<file path="config.mk">
export PLATFORM = sky130hd
export DESIGN_NAME = gma_mac_lane
export DESIGN_NICKNAME = d
export VERILOG_FILES = /design/src/rtl/gma_pkg.sv /design/src/rtl/gma_mac_lane.sv
export SDC_FILE = /design/constraint.sdc
export NUM_CORES = 2
export LEC_CHECK = 0
export ABC_AREA = 1
export BUFFER_PORTS_ARGS = -buffer_cell sky130_fd_sc_hd__buf_2
export CAP_MARGIN = 20
export CORE_MARGIN = 1.5
export CORE_UTILIZATION = 50
export DETAILED_ROUTE_END_ITERATION = 6
export GPL_TIMING_DRIVEN = 0
export PLACE_DENSITY = 0.71
export SLEW_MARGIN = 20
export SYNTH_ARGS = -nofsm -noshare
export SYNTH_HDL_FRONTEND = slang
export SYNTH_SLANG_ARGS = --single-unit
export TNS_END_PERCENT = 30
</file>
<file path="constraint.sdc">
create_clock -name clk -period 2.1 [get_ports clk]
set_input_delay 0 -clock clk [delete_from_list [all_inputs] [get_ports clk]]
set_output_delay 0 -clock clk [all_outputs]
set_load 0.01 [all_outputs]
</file>
<file path="src/rtl/gma_pkg.sv">
// Shared types, widths and arithmetic helpers for the Gram matrix accumulator.
package gma_pkg;

    localparam int IN_W   = 32;  // Q16.16 element
    localparam int ACC_W  = 64;  // Q32.32 sum
    localparam int IDX_W  = 4;   // row / column index
    localparam int COL_W  = 4;   // column count register
    localparam int CNT_W  = 6;   // lower-triangle entry count, up to 45

    localparam logic [COL_W-1:0] COLS_RESET = 4'd9;

    localparam logic signed [ACC_W-1:0] ACC_MAX = {1'b0, {(ACC_W-1){1'b1}}};
    localparam logic signed [ACC_W-1:0] ACC_MIN = {1'b1, {(ACC_W-1){1'b0}}};

    // per-lane strobes from the row pipeline
    typedef struct packed {
        logic fire;     // row beat accepted, register products
        logic advance;  // products move into the accumulators
        logic clear;    // final row: accumulators restart from zero
    } lane_ctl_t;

    // handoff from the row pipeline to the emit stage
    typedef struct packed {
        logic             load;
        logic [CNT_W-1:0] total;
    } emit_ctl_t;

    // signed add clamped to the 64-bit range
    function automatic logic signed [ACC_W-1:0] sat_add(
        input logic signed [ACC_W-1:0] a,
        input logic signed [ACC_W-1:0] b
    );
        logic signed [ACC_W-1:0] s;
        s = a + b;
        if ((a[ACC_W-1] == b[ACC_W-1]) && (s[ACC_W-1] != a[ACC_W-1]))
            return a[ACC_W-1] ? ACC_MIN : ACC_MAX;
        return s;
    endfunction

    // n * (n + 1) / 2
    function automatic logic [CNT_W-1:0] tri_count(input logic [COL_W-1:0] n);
        logic [2*COL_W-1:0] p;
        p = {{COL_W{1'b0}}, n} * ({{COL_W{1'b0}}, n} + {{(2*COL_W-1){1'b0}}, 1'b1});
        return CNT_W'(p >> 1);
    endfunction

endpackage

</file>
<file path="src/rtl/gma_mac_lane.sv">
// One multiply-accumulate lane: owns a single lower-triangle accumulator.
module gma_mac_lane
    import gma_pkg::*;
(
    input  logic                    clk,
    input  logic                    rst_n,
    input  lane_ctl_t               ctl,
    input  logic                    active,
    input  logic signed [IN_W-1:0]  a,
    input  logic signed [IN_W-1:0]  b,
    output logic signed [ACC_W-1:0] sum
);

    logic signed [ACC_W-1:0] prod_full;
    logic signed [ACC_W-1:0] prod_reg;
    logic signed [ACC_W-1:0] prod_next;
    logic signed [ACC_W-1:0] acc_reg;
    logic signed [ACC_W-1:0] acc_next;

    // exact 32x32 signed product, operands sign-extended to 64 bits
    assign prod_full = a * b;
    // unused columns contribute zero
    assign prod_next = active ? prod_full : '0;

    assign sum      = sat_add(acc_reg, prod_reg);
    assign acc_next = ctl.clear ? '0 : sum;

    always_ff @(posedge clk)
    begin
        if (ctl.fire)
            prod_reg <= prod_next;
    end

    always_ff @(posedge clk or negedge rst_n)
    begin
        if (!rst_n)
            acc_reg <= '0;
        else if (ctl.advance)
            acc_reg <= acc_next;
    end

endmodule

</file>
==> metrics.md <==
| Metric | Value |
|---|---|
| Result of the run | complete, but fails checks |
| Failing checks | design-rule violations, negative setup slack |
| Clock root buffer | sky130_fd_sc_hd__clkbuf_16 |
| Antenna-violating nets left | 0 |
| Final cycle utilization of the critical path | 314% |
| Worst-Margin Slew | between 1 and 1.5 ns |
| Maximum number of pins on one net before global-route repair | 48 |
| Final number of hold-violating endpoints | 0 |
| Initial antenna violation count | 7 |
| Number of enable-type register cells in the synthesized netlist | 64 |
| Total of flip-flops plus latches after synthesis | 128 |
| Clock network latency to the later pin of the worst-skew pair | 0.45 ns |
| Number of warnings printed during yosys synthesis | 0 |
| Via-to-Cell Ratio | 5.59 |
| Clock tree from TritonCTS | done |
| Setup TNS | -368.94 ns |
| Peak per-stage delay on the critical path | 0.61 ns |
| Setup Skew | around 0.019 ns |
| Startpoint of the tightest hold check path | b[0] |
| Die Width | 318 µm |
| Layout Area Growth over Synthesis | 26.6% |
| Setup slack of the critical path after layout | -4.50 ns |
| Maximum buffer depth of the clock tree | 2 |
| F_max | roughly 150 MHz |
| DR pass1 iterations | 7 |
| Crit. End Element | register |
| Clock Sinks | between 100 and 150 |
| Num rows | 115 |
| Overall routing resource usage | 43.1% |
| Mapped Nets | 8,026 |
| Die outline area | 101,000 µm² |
| Number of buffers inserted during clock tree synthesis | 17 |
| Vias in the first global route | ~48,000 |
| Most used DFF post-synth | sky130_fd_sc_hd__edfxtp_1 |
| Cell count after placement | 8,048 |
| Clock-pin slew on the worst setup and hold paths | 0.07 ns |
| Most repeated library cell on the critical path | sky130_fd_sc_hd__fa_1 |
| Critical setup path kind | input port to register |
| Final critical delay including setup and external delays | around 6.6 ns |
| Max-capacitance violation count | 0 |
| Most frequent cells in the layout | sky130_fd_sc_hd__nand2_1, sky130_fd_sc_hd__inv_1, sky130_fd_sc_hd__fa_1 |
| Share of the yosys chip area belonging to registers | 7.12% |
| Commonest non-fill, non-tap cell in the layout | sky130_fd_sc_hd__nand2_1 |
| Number of max-slew violations in the final report | 0 |
| Estimated wirelength of the detail-placed design | 174,000 µm |
| Max-Slew Margin vs Limit | 33.1% |
| Layout net count | 8,464 |
| Global placer's final weighted congestion | ~1.1 |
| Synthesized area divided by synthesized cell count | 7.47 µm² |
| Hold crit path type | input port to register |
| Share of synthesized flip-flops with an asynchronous set or reset | 50.0% |
| Standard cell with the maximum stage delay on the critical path | sky130_fd_sc_hd__fa_2 |
| 1st-iter DRT viols | 5,601 |
| Fin cells | 8,371 |
| Syn Inst Count | 6,626 |
| Buffers added on ports | 133 |
| Arr. time, crit path | 6.79 ns |
| CORE AREA | approximately 98,000 µm² |
| Wire length of the first global-routing pass | approximately 310,000 µm |
| Number of H-tree branching levels | 4 |
| Chip Height | around 320 µm |
| Summed instance area of the synthesized netlist | 49,500 µm² |
| WL/cell | between 20 and 30 µm |
| First element of the critical path | a[31] |
| Post-detailed-route DRC marker count | 1 |
| Required time worst endpoint | ~2.3 ns |
| Unique cell type count in the Yosys netlist | 43 |
| Endpoints failing setup | 188 |
| Fraction of layout cells with a size suffix above 1 | a little over a fifth |
| Via count | 46,800 |
| Total congestion overflow | 0 |
| Number of fill cells | around 8,300 |
| Type of element launching the critical path | input port |
| Final Routed Wirelength | 217,000 µm |
| Worst slack, placed | -6.42 ns |
| Origin of the critical flop-to-flop path | prod_reg[60] |
| Highest net fanout along the worst path | 7 |
| Initial Util | between 50% and 60% |
| Unrepaired setup endpoints after global routing | true |
| Top-level port count | 134 |
-- cell usage after synthesis, types with 2 or more instances --
master                        n  share of area, %
sky130_fd_sc_hd__nand3b_1     8              0.12
sky130_fd_sc_hd__nor3_1      34              0.34
sky130_fd_sc_hd__nand2_2      8              0.10
sky130_fd_sc_hd__o21a_1      19              0.29
sky130_fd_sc_hd__buf_6        8              0.18
sky130_fd_sc_hd__clkinv_1     2             0.015
sky130_fd_sc_hd__ha_1       247               6.2
sky130_fd_sc_hd__nor4_1       9              0.11
sky130_fd_sc_hd__a21o_1       6             0.091
sky130_fd_sc_hd__or2_2        6             0.076
sky130_fd_sc_hd__nand2_4      2             0.046
sky130_fd_sc_hd__nand2_1   2027                15
sky130_fd_sc_hd__inv_1     1915                15
sky130_fd_sc_hd__xnor2_1     39              0.69
sky130_fd_sc_hd__and3_1       9              0.11
sky130_fd_sc_hd__clkbuf_1   209               1.6
sky130_fd_sc_hd__buf_2        9             0.091
sky130_fd_sc_hd__nor2_2       6             0.076
sky130_fd_sc_hd__a31oi_1      6             0.076
sky130_fd_sc_hd__edfxtp_1    64               3.9
sky130_fd_sc_hd__nand4_1     23              0.29
sky130_fd_sc_hd__o21ai_0     83              0.84
sky130_fd_sc_hd__dfrtp_1     64               3.2
sky130_fd_sc_hd__a21oi_1    158               1.6
sky130_fd_sc_hd__o21bai_1     8              0.12
sky130_fd_sc_hd__and2_1       6             0.076
sky130_fd_sc_hd__buf_1        2             0.015
sky130_fd_sc_hd__nand3_1    160               1.6
sky130_fd_sc_hd__a21boi_0     3             0.046
sky130_fd_sc_hd__buf_4        3             0.046
sky130_fd_sc_hd__a21oi_2     27              0.48
sky130_fd_sc_hd__fa_1      1083                44
sky130_fd_sc_hd__inv_2        6             0.046
sky130_fd_sc_hd__nor2_1     320               2.4
sky130_fd_sc_hd__a31oi_2      4              0.10
sky130_fd_sc_hd__xor2_1       7              0.12
sky130_fd_sc_hd__nor2_4       5              0.11
sky130_fd_sc_hd__a21oi_4     26              0.85
-- timing repair --
action                                  4_1_cts  5_1_grt
hold endpoints to repair                     85        0
hold buffers                                  3        0
endpoints found under the setup margin      189      188
cloned                                        9        5
pin swaps                                   293      163
resized for setup                          1282      325
setup buffers                               208       63
-- metrics by stage --
stage	hold WS, ns	area, µm²	util (%)
2_1_floorplan	-0.296	50600	-
4_1_cts	0.0469	60900	62.0
5_1_grt	0.0637	62600	63.7
6_report	0.0736	62600	63.7
3_5_place_dp	-0.0915	53000	53.9
3_3_place_gp	0.467	52900	53.8
-- path summary, 6_finish.rpt --
path / endpoint / cells past startpoint / slack, ns
max: prod_reg[54] / 31 / -4.50
min: prod_reg[0] / 3 / 0.07
max reg2reg: acc_reg[59] / 14 / -1.26
min reg2reg: acc_reg[27] / 2 / 0.49
max in group asynchronous: acc_reg[4] / 3 / 0.81
min in group asynchronous: acc_reg[17] / 3 / 0.10
-- cell families (layout without fill, tap and decap cells) --
kind of cell | after synthesis | in the layout | synth area share, %
DFF | 128 | 128 | 7.12
and+or+nand+nor | 2628 | 2628 | 21.0
adders and majority gates | 1330 | 1330 | 50.1
other | 0 | 7 | 0
xor gates and xnor gates | 46 | 46 | 0.814
AOI/OAI and AO/OA | 340 | 340 | 4.49
buffers and inverters | 2154 | 2605 | 16.5
-- critical path, delay by kind of cell --
| family | cells | cell delay (ns) |
|---|---|---|
| adders and majority gates | 9 | 4.54 |
| and+or+nand+nor | 9 | 1.10 |
| buffers and inverters | 13 | 1.12 |
-- final cells by class --
cell class              count  area (µm²)  share of cell area, %
repair buffers            420        3930                   6.28
diodes                      7        17.5                 0.0280
clock inverters            11         113                  0.180
inverters                1923        7270                   11.6
multi-input cells        4344       41600                   66.4
clock buffers              21         504                  0.805
well taps                1287        1610                   2.57
plain buffers             230        4060                   6.49
flip-flops and latches    128        3520                   5.63
-- layer usage --
layer / part of all wire, % / track usage (%)
met1: 38 / 56.6
met2: 41 / 62.6
met3: 14 / 14.9
met4: 6.7 / 23.3
met5: 0.057 / 0
Power is left out: the tool's default activity adds up to more than one toggle a clock period on the data nets, which glitch-free logic cannot reach.
